===== src/hw/rtl/gwwb_pkg.sv =====
// Package for the greedy word wrap row breaker.
// Holds the request and row types, character codes and the saturating add.
// No dependencies.
`default_nettype none

package gwwb_pkg;

  localparam int unsigned CODE_W  = 21;
  localparam int unsigned ADV_W   = 12;
  localparam int unsigned IDX_W   = 16;
  localparam int unsigned LEN_W   = 16;

  localparam logic [CODE_W-1:0] CHAR_NEWLINE = 21'd10;
  localparam logic [CODE_W-1:0] CHAR_SPACE   = 21'd32;
  localparam logic [LEN_W-1:0]  LEN_MAX      = 16'hFFFF;

  // Row records held between front and back.
  localparam int unsigned QUEUE_DEPTH = 4;
  localparam int unsigned QPTR_W      = $clog2(QUEUE_DEPTH);
  localparam int unsigned QCNT_W      = $clog2(QUEUE_DEPTH + 1);

  typedef struct packed {
    logic [CODE_W-1:0] char_code;
    logic [ADV_W-1:0]  advance;
    logic              is_last;
  } in_item_t;

  typedef struct packed {
    logic [IDX_W-1:0] row_start;
    logic [IDX_W-1:0] row_end;
    logic             end_open;
    logic [LEN_W-1:0] row_length;
    logic             last_of_run;
  } out_item_t;

  typedef struct packed {
    logic [IDX_W-1:0] row_start;
    logic [IDX_W-1:0] row_end;
    logic             end_open;
    logic [LEN_W-1:0] row_length;
  } row_t;

  // All rows caused by one request: row0 always present, row1 optional.
  typedef struct packed {
    row_t row0;
    logic has_row1;
    row_t row1;
  } rec_t;

  typedef struct packed {
    logic empty;
    logic full;
    rec_t head;
  } q_status_t;

  function automatic logic [LEN_W-1:0] sat_add(input logic [LEN_W-1:0] a,
                                               input logic [ADV_W-1:0] b);
    logic [LEN_W:0] sum;
    sum = {1'b0, a} + {{(LEN_W + 1 - ADV_W){1'b0}}, b};
    return sum[LEN_W] ? LEN_MAX : sum[LEN_W-1:0];
  endfunction

endpackage

`default_nettype wire


===== src/hw/rtl/gwwb_front.sv =====
// Front of the row breaker: takes requests, tracks the running row and word
// state, and builds one record of closed rows per request. Uses gwwb_pkg.
`default_nettype none

module gwwb_front (
  input  wire logic                        clk_i,
  input  wire logic                        rst_ni,
  input  wire logic                        push_i,
  input  wire gwwb_pkg::in_item_t          in_item_i,
  input  wire logic                        full_i,
  input  wire logic                        cfg_valid_i,
  input  wire logic [gwwb_pkg::LEN_W-1:0]  cfg_data_i,
  output logic                             wr_en_o,
  output gwwb_pkg::rec_t                   wr_rec_o
);

  logic [gwwb_pkg::LEN_W-1:0] wrap_q, wrap_d;
  logic [gwwb_pkg::IDX_W-1:0] idx_q, idx_d;
  logic [gwwb_pkg::LEN_W-1:0] cur_q, cur_d;
  logic [gwwb_pkg::LEN_W-1:0] lbs_q, lbs_d;
  logic [gwwb_pkg::LEN_W-1:0] word_q, word_d;
  logic [gwwb_pkg::IDX_W-1:0] ls_q, ls_d;
  logic                       ls_v_q, ls_v_d;
  logic [gwwb_pkg::IDX_W-1:0] ws_q, ws_d;
  logic                       ws_v_q, ws_v_d;
  logic [gwwb_pkg::IDX_W-1:0] rs_q, rs_d;

  logic                       accept;
  logic                       is_nl, is_sp;
  logic [gwwb_pkg::IDX_W-1:0] idx_next;
  logic [gwwb_pkg::IDX_W-1:0] ws_eff;
  logic [gwwb_pkg::LEN_W-1:0] cur_add, word_add;
  logic                       overflow, forced;
  logic                       has_event;
  gwwb_pkg::row_t             ev_row, last_row;

  assign accept   = push_i && !full_i;
  assign is_nl    = (in_item_i.char_code == gwwb_pkg::CHAR_NEWLINE);
  assign is_sp    = (in_item_i.char_code == gwwb_pkg::CHAR_SPACE);
  assign idx_next = idx_q + 16'd1;
  assign ws_eff   = ws_v_q ? ws_q : idx_q;
  assign cur_add  = gwwb_pkg::sat_add(cur_q, in_item_i.advance);
  assign word_add = gwwb_pkg::sat_add(word_q, in_item_i.advance);
  assign overflow = (wrap_q != '0) && (cur_add > wrap_q);
  assign forced   = overflow && (word_add > wrap_q);

  always_comb begin
    rs_d      = rs_q;
    cur_d     = cur_q;
    lbs_d     = lbs_q;
    word_d    = word_q;
    ls_d      = ls_q;
    ls_v_d    = ls_v_q;
    ws_d      = ws_q;
    ws_v_d    = ws_v_q;
    idx_d     = idx_q;
    has_event = 1'b0;
    ev_row    = '{row_start: rs_q, row_end: idx_q, end_open: 1'b0, row_length: cur_q};

    if (is_nl) begin
      has_event = 1'b1;
      rs_d      = idx_next;
      cur_d     = '0;
      lbs_d     = '0;
      word_d    = '0;
      ls_v_d    = 1'b0;
      ws_v_d    = 1'b0;
    end else if (is_sp) begin
      ls_d   = idx_q;
      ls_v_d = 1'b1;
      lbs_d  = cur_q;
      cur_d  = cur_add;
      ws_v_d = 1'b0;
      word_d = '0;
    end else begin
      ws_d   = ws_eff;
      ws_v_d = 1'b1;
      cur_d  = cur_add;
      word_d = word_add;
      if (forced) begin
        // Break the word at the character that overflows.
        has_event         = 1'b1;
        ev_row.row_length = wrap_q;
        rs_d              = idx_q;
        cur_d             = {{(gwwb_pkg::LEN_W - gwwb_pkg::ADV_W){1'b0}}, in_item_i.advance};
        word_d            = {{(gwwb_pkg::LEN_W - gwwb_pkg::ADV_W){1'b0}}, in_item_i.advance};
        lbs_d             = '0;
        ws_d              = idx_q;
      end else if (overflow) begin
        // Move the whole word to the next row.
        has_event         = 1'b1;
        ev_row.row_end    = ls_v_q ? ls_q : ws_eff;
        ev_row.row_length = lbs_q;
        rs_d              = ws_eff;
        cur_d             = word_add;
        lbs_d             = '0;
      end
    end

    last_row = '{row_start: rs_d, row_end: idx_next, end_open: 1'b1, row_length: cur_d};

    if (in_item_i.is_last) begin
      idx_d  = '0;
      rs_d   = '0;
      cur_d  = '0;
      lbs_d  = '0;
      word_d = '0;
      ls_v_d = 1'b0;
      ws_v_d = 1'b0;
    end else begin
      idx_d = idx_next;
    end
  end

  always_comb begin
    wr_en_o           = accept && (has_event || in_item_i.is_last);
    wr_rec_o.row0     = has_event ? ev_row : last_row;
    wr_rec_o.has_row1 = has_event && in_item_i.is_last;
    wr_rec_o.row1     = last_row;
  end

  assign wrap_d = cfg_valid_i ? cfg_data_i : wrap_q;

  always_ff @(posedge clk_i or negedge rst_ni) begin
    if (!rst_ni) begin
      wrap_q <= '0;
      idx_q  <= '0;
      rs_q   <= '0;
      cur_q  <= '0;
      lbs_q  <= '0;
      word_q <= '0;
      ls_q   <= '0;
      ls_v_q <= 1'b0;
      ws_q   <= '0;
      ws_v_q <= 1'b0;
    end else begin
      wrap_q <= wrap_d;
      if (accept) begin
        idx_q  <= idx_d;
        rs_q   <= rs_d;
        cur_q  <= cur_d;
        lbs_q  <= lbs_d;
        word_q <= word_d;
        ls_q   <= ls_d;
        ls_v_q <= ls_v_d;
        ws_q   <= ws_d;
        ws_v_q <= ws_v_d;
      end
    end
  end

endmodule

`default_nettype wire


===== src/hw/rtl/gwwb_queue.sv =====
// Short record queue between the front and the back of the row breaker.
// Register based FIFO of gwwb_pkg::rec_t entries.
`default_nettype none

module gwwb_queue (
  input  wire logic            clk_i,
  input  wire logic            rst_ni,
  input  wire logic            wr_en_i,
  input  wire gwwb_pkg::rec_t  wr_rec_i,
  input  wire logic            rd_en_i,
  output gwwb_pkg::q_status_t  status_o
);

  gwwb_pkg::rec_t              entry_q [gwwb_pkg::QUEUE_DEPTH];
  logic [gwwb_pkg::QPTR_W-1:0] wptr_q, wptr_d;
  logic [gwwb_pkg::QPTR_W-1:0] rptr_q, rptr_d;
  logic [gwwb_pkg::QCNT_W-1:0] cnt_q, cnt_d;
  logic                        do_wr, do_rd;

  assign status_o.empty = (cnt_q == '0);
  assign status_o.full  = (cnt_q == gwwb_pkg::QCNT_W'(gwwb_pkg::QUEUE_DEPTH));
  assign status_o.head  = entry_q[rptr_q];

  assign do_wr  = wr_en_i && !status_o.full;
  assign do_rd  = rd_en_i && !status_o.empty;
  assign wptr_d = do_wr ? gwwb_pkg::QPTR_W'(wptr_q + 1'b1) : wptr_q;
  assign rptr_d = do_rd ? gwwb_pkg::QPTR_W'(rptr_q + 1'b1) : rptr_q;

  always_comb begin
    cnt_d = cnt_q;
    case ({do_wr, do_rd})
      2'b10:   cnt_d = cnt_q + 1'b1;
      2'b01:   cnt_d = cnt_q - 1'b1;
      default: cnt_d = cnt_q;
    endcase
  end

  always_ff @(posedge clk_i or negedge rst_ni) begin
    if (!rst_ni) begin
      wptr_q <= '0;
      rptr_q <= '0;
      cnt_q  <= '0;
    end else begin
      wptr_q <= wptr_d;
      rptr_q <= rptr_d;
      cnt_q  <= cnt_d;
    end
  end

  always_ff @(posedge clk_i) begin
    if (do_wr) begin
      entry_q[wptr_q] <= wr_rec_i;
    end
  end

endmodule

`default_nettype wire


===== src/hw/rtl/gwwb_back.sv =====
// Back of the row breaker: hands out the rows of the head record one per pop
// and retires the record after its last row. Uses gwwb_pkg.
`default_nettype none

module gwwb_back (
  input  wire logic                 clk_i,
  input  wire logic                 rst_ni,
  input  wire gwwb_pkg::q_status_t  status_i,
  input  wire logic                 pop_i,
  output logic                      rd_en_o,
  output logic                      empty_o,
  output gwwb_pkg::out_item_t       out_item_o
);

  logic           sel_q, sel_d;
  logic           at_last;
  logic           taken;
  gwwb_pkg::row_t shown;

  assign shown   = sel_q ? status_i.head.row1 : status_i.head.row0;
  assign at_last = sel_q || !status_i.head.has_row1;
  assign taken   = pop_i && !status_i.empty;
  assign rd_en_o = taken && at_last;
  assign empty_o = status_i.empty;

  always_comb begin
    out_item_o.row_start   = shown.row_start;
    out_item_o.row_end     = shown.row_end;
    out_item_o.end_open    = shown.end_open;
    out_item_o.row_length  = shown.row_length;
    out_item_o.last_of_run = at_last;
  end

  // Advance to the second row, or drop back to the first when the record retires.
  assign sel_d = taken ? !at_last : sel_q;

  always_ff @(posedge clk_i or negedge rst_ni) begin
    if (!rst_ni) begin
      sel_q <= 1'b0;
    end else begin
      sel_q <= sel_d;
    end
  end

endmodule

`default_nettype wire


===== src/hw/rtl/greedy_word_wrap_breaker.sv =====
// Top level of the greedy word wrap row breaker.
// Instantiates gwwb_front, gwwb_queue and gwwb_back; uses gwwb_pkg.
`default_nettype none

// One character request is taken per clock while full_o is low; the front
// updates the running row, word and last-space state in that cycle and
// stores a record of the rows it closes (zero, one or two) in a four-entry
// queue. The oldest row is driven on out_item_o from the registered queue head,
// and one row leaves per cycle on pop_i while empty_o is low, so a request
// that closes two rows takes two pops. full_o rises only when four records
// wait unread. wrap_width is written through the cfg channel, which is always
// ready; write it only while no request is in flight.
module greedy_word_wrap_breaker (
  input  wire logic                        clk_i,
  input  wire logic                        rst_ni,
  input  wire logic                        push_i,
  input  wire gwwb_pkg::in_item_t          in_item_i,
  output logic                             full_o,
  output logic                             empty_o,
  input  wire logic                        pop_i,
  output gwwb_pkg::out_item_t              out_item_o,
  input  wire logic                        cfg_valid_i,
  output logic                             cfg_ready_o,
  input  wire logic [gwwb_pkg::LEN_W-1:0]  cfg_data_i
);

  logic                wr_en;
  gwwb_pkg::rec_t      wr_rec;
  logic                rd_en;
  gwwb_pkg::q_status_t q_status;

  assign cfg_ready_o = 1'b1;
  assign full_o      = q_status.full;

  gwwb_front u_front (
    .clk_i       (clk_i),
    .rst_ni      (rst_ni),
    .push_i      (push_i),
    .in_item_i   (in_item_i),
    .full_i      (q_status.full),
    .cfg_valid_i (cfg_valid_i),
    .cfg_data_i  (cfg_data_i),
    .wr_en_o     (wr_en),
    .wr_rec_o    (wr_rec)
  );

  gwwb_queue u_queue (
    .clk_i    (clk_i),
    .rst_ni   (rst_ni),
    .wr_en_i  (wr_en),
    .wr_rec_i (wr_rec),
    .rd_en_i  (rd_en),
    .status_o (q_status)
  );

  gwwb_back u_back (
    .clk_i      (clk_i),
    .rst_ni     (rst_ni),
    .status_i   (q_status),
    .pop_i      (pop_i),
    .rd_en_o    (rd_en),
    .empty_o    (empty_o),
    .out_item_o (out_item_o)
  );

endmodule

`default_nettype wire


===== config.mk =====
export PLATFORM = sky130hd
export DESIGN_NAME = greedy_word_wrap_breaker
export DESIGN_NICKNAME = d
export VERILOG_FILES = /design/src/hw/rtl/gwwb_pkg.sv /design/src/hw/rtl/gwwb_front.sv /design/src/hw/rtl/gwwb_queue.sv /design/src/hw/rtl/gwwb_back.sv /design/src/hw/rtl/greedy_word_wrap_breaker.sv
export SDC_FILE = /design/constraint.sdc
export NUM_CORES = 1
export LEC_CHECK = 0
export BUFFER_PORTS_ARGS = -buffer_cell sky130_fd_sc_hd__buf_2
export CAP_MARGIN = 20
export CORE_MARGIN = 4
export CORE_UTILIZATION = 60
export DETAILED_ROUTE_END_ITERATION = 12
export PLACE_DENSITY = 0.83
export SYNTH_ARGS = -nofsm -noshare
export SYNTH_HDL_FRONTEND = slang
export SYNTH_SLANG_ARGS = --single-unit
export TNS_END_PERCENT = 10

===== constraint.sdc =====
create_clock -name clk_i -period 13.15 [get_ports clk_i]
set_input_delay 2.63 -clock clk_i [delete_from_list [all_inputs] [get_ports clk_i]]
set_output_delay 2.63 -clock clk_i [all_outputs]
set_load 0.05 [all_outputs]

==> impl_metrics.csv <==
group,metric,value,unit
logic_synthesis,ys_ff_latch,530,
logic_synthesis,yosysUniqueCellTypes,87,
finish,postLayoutCoreUtil,67.0,%
logic_synthesis,synth_top_family_by_area,"multiplexers",
finish,fill_cells,2724,
worst_setup_path,worst_ep_required_time,13460,ps
power_and_ir_drop,p_seq_share,38.0,%
floorplan,dieArea,0.0450,sq mm
cts,clock_sink_count,530,
worst_setup_path,cpMostUsedCell,"o21ai_0",
logic_synthesis,synth_simple_gate_area_share,7.31,%
cts,post_cts.repair.setup_buffers,0,
cts,h-tree-depth,2,
timing,slew_violations,0,
floorplan,core-area,0.0410,sq mm
grt,grt_first_pass_wirelength,97.0,mm
power_and_ir_drop,swShare,40.2,%
worst_setup_path,path_cells,"buf_2 -> ha_1 -> fa_1 -> a211oi_1 -> o21ai_0 -> a32oi_1 -> o21ai_0 -> ha_1 -> a21oi_1 -> o21ai_0 -> a221o_1 -> o31ai_2 -> o21ai_2 -> buf_4 -> inv_2 -> a21oi_1 -> a221o_1",
worst_setup_path,r2r_start,"u_front.cur_q[0]",
power_and_ir_drop,leakagePower,10.4,nW
timing,worstMarginPinSlew,1120,ps
finish,syn2layout_area_growth,9.82,%
floorplan,die_x,212,um
logic_synthesis,post_synth_xor_area_fraction,1.02,%
worst_setup_path,end_kind,"flop",
logic_synthesis,syn_nets,1892,
route,routed_wl,63.4,mm
route,dr.pass1.iters,5,
logic_synthesis,synth.area.mux_share,14.8,%
timing,fin_crit_sh,64.2,%
route,vias,16200,
flow_run,max-cap-violations,0,
timing,fmax,118,MHz
grt,grt_overflow,0,
grt,grt_usage,28.3,%
place,dp_hpwl,40.8,mm
worst_setup_path,cpMaxStageDelayCell,"o31ai_2",
timing,clock_skew,17.8,ps
cts,cts_tree,"built",
place,gp_congestion,0.973,
place,io_buffer_count,106,
min_path,min_path_cells,2,
finish,final_nets,1952,
worst_setup_path,start_kind,"input pin",
logic_synthesis,yosys.area_share.adder,3.34,%
timing,rsz0062_at_grt,"false",
cts,clockBufferDepth,3,
route,wl_per_cell,26.3,um
logic_synthesis,synth_edf_count,392,
floorplan,die_h,212,um
timing,hold_violations,0,
min_path,hold-path-endpoint,"u_front.lbs_q[4]",
power_and_ir_drop,power_frac_clock,20.4,%
floorplan,pin_count,108,
logic_synthesis,ys.flop_type,"edfxtp_1",
worst_setup_path,path_class,"input pin to flop",
cts,root_buffer,"clkbuf_16",
power_and_ir_drop,p_int,4.01,mW
logic_synthesis,yosysWarnings,0,
grt,grt_max_degree,83,
route,drc,0,
logic_synthesis,netlist_instances,1772,
worst_setup_path,crit_fanout,42,
route,postRouteAntennaNets,0,
finish,drive_above_1_share,23.3,%
cts,path_clk_slew,60,ps
worst_setup_path,max_stage_delay,840,ps
power_and_ir_drop,vdd_drop_max,0.165,mV
worst_setup_path,worstRegToRegCells,16,
logic_synthesis,netlist_area,0.0250,sq mm
worst_setup_path,r2r_slack,6390,ps
cts,hold_buffers,0,
route,first_iter_violations,2051,
logic_synthesis,synth-compound-area-share,9.77,%
timing,totalNegativeSetupSlack,0,ps
logic_synthesis,async_flop_share,26.0,%
floorplan,start_util,61.0,%
floorplan,rows,74,
min_path,hold_path_class,"flop to flop",
grt,antenna_found_initial,3,
cts,numCtsBuffers,51,
cts,clkLatencyLatePin,600,ps
worst_setup_path,reg2reg_to,"u_queue.entry_q[3][72]",
timing,fin_crit,8440,ps
logic_synthesis,avgSynthCellArea,14.1,sq um
power_and_ir_drop,power_density,244,mW/mm^2
power_and_ir_drop,switchingPower,2.69,mW
cts,cts-resized-gates,0,
status,status,"finished clean",
min_path,min_from,"u_front.lbs_q[4]",
logic_synthesis,yosysSeqAreaShare,60.9,%
timing,max_slew_margin,24.9,%
power_and_ir_drop,p_comb_share,41.5,%
power_and_ir_drop,power.total,6.70,mW
grt,grt_pass1_vias,16000,
route,viasPerCell,6.75,
worst_setup_path,worstPathArrival,8750,ps
timing,setup_viol_count_final,0,
## per-layer routing
metal,track usage (%),part of all wire [%],vias up
met4,8.29,3.3,2
met1,42.4,41,8162
met2,43.5,46,970
li1,-,-,6953
met5,0,0.021,-
met3,4.90,10,155
## cell type report
| cell class | instances | area (sq um) | share of cell area, % |
|---|---|---|---|
| clock inverter | 28 | 191 | 0.697 |
| clock buffer | 66 | 1340 | 4.89 |
| multi-input combinational | 1065 | 9090 | 33.1 |
| inverter | 56 | 210 | 0.765 |
| sequential | 530 | 15200 | 55.5 |
| tap | 532 | 666 | 2.42 |
| antenna | 1 | 2.50 | 0.00911 |
| timing repair buffer | 128 | 729 | 2.66 |
## critical path: cells and delay by family
kind            cells  cell delay [ps]
compound gates     11             4050
fa+ha+maj           3              960
buf+inv             3             1040
## cell usage after synthesis (18+ instances only)
| master | instances | area (sq um) |
|---|---|---|
| a21oi_1 | 50 | 250 |
| a22o_1 | 21 | 184 |
| a31oi_1 | 24 | 150 |
| clkbuf_1 | 85 | 319 |
| dfrtp_1 | 138 | 3450 |
| edfxtp_1 | 392 | 11800 |
| ha_1 | 62 | 776 |
| inv_1 | 55 | 206 |
| mux2_2 | 86 | 968 |
| mux2i_1 | 39 | 390 |
| mux4_2 | 98 | 2210 |
| nand2_1 | 183 | 687 |
| nand3_1 | 23 | 115 |
| nor2_1 | 60 | 225 |
| o21ai_0 | 101 | 505 |
| xnor2_1 | 18 | 158 |
## logic make-up after synthesis
group,Yosys count
buf+inv,177
fa+ha+maj,65
simple gates,385
xor+xnor,29
mux,232
other cells,1
flops,530
compound gates,353
## sequential cells by signal (all words and copies together), names as in the netlist
name and count:
u_front.cur_q 16, u_front.ls_q 16, u_front.wrap_q 16, u_queue.rptr_q 2
u_queue.wptr_q 2, u_front.ls_v_q 1, u_front.word_q 16, u_front.rs_q 16
u_front.idx_q 16, u_front.ws_v_q 1, u_queue.cnt_q 3, u_front.ws_q 16
u_front.lbs_q 16, u_back.sel_q 1, u_queue.entry_q 392
## per-stage QoR
stage          std cells  setup WS [ps]  hold slack [ps]  area [sq um]
3_5_place_dp        2309           4260              470         25900
2_1_floorplan       1772           4190              444         25000
3_3_place_gp        2308           4340              462         25900
6_report            2406           4710              488         27500
5_1_grt             2406           4410              506         27500
4_1_cts             2403           4880              484         27400
## power groups by stage
stage / registers [mW] / logic [mW] / clock network (mW)
after detailed placement: 2.57 / 2.73 / 0
after floorplan: 2.40 / 2.13 / 0
after global placement: 2.54 / 2.65 / 0
after CTS: 2.54 / 2.76 / 1.38
final: 2.55 / 2.78 / 1.37
after global routing: 2.58 / 2.96 / 1.46
## how the worst max path moves through the flow
| stage | startpoint | to | slack (ps) | cells past startpoint |
|---|---|---|---|---|
| detailed placement | in_item_i[1] | u_queue.entry_q[0][49] | 4260 | 18 |
| floorplan | in_item_i[1] | u_queue.entry_q[0][0] | 4190 | 16 |
| global route | in_item_i[1] | u_queue.entry_q[2][84] | 4410 | 18 |
| finish | in_item_i[1] | u_queue.entry_q[3][72] | 4710 | 17 |
| global placement | in_item_i[1] | u_queue.entry_q[0][52] | 4340 | 18 |
| CTS | in_item_i[1] | u_queue.entry_q[0][3] | 4880 | 18 |
## cell usage in the layout (no fill, tap or decap), types with 11 or more instances in the layout
cell type	count
or2_2	11
o21ai_0	101
o221ai_1	14
mux4_2	98
o22ai_1	15
clkbuf_16	51
dfrtp_1	135
clkbuf_1	14
nor2_1	60
edfxtp_1	392
a221oi_1	11
inv_1	55
mux2_2	86
o211ai_1	14
nor3_1	15
a22o_1	21
a31oi_1	24
a21oi_1	50
buf_4	20
mux2i_1	39
clkinv_1	11
xnor2_1	18
and3_1	11
nand3_1	23
o31ai_1	12
buf_2	105
xor2_1	11
ha_1	62
nand2_1	183
Power figures use the tool's default switching activity.
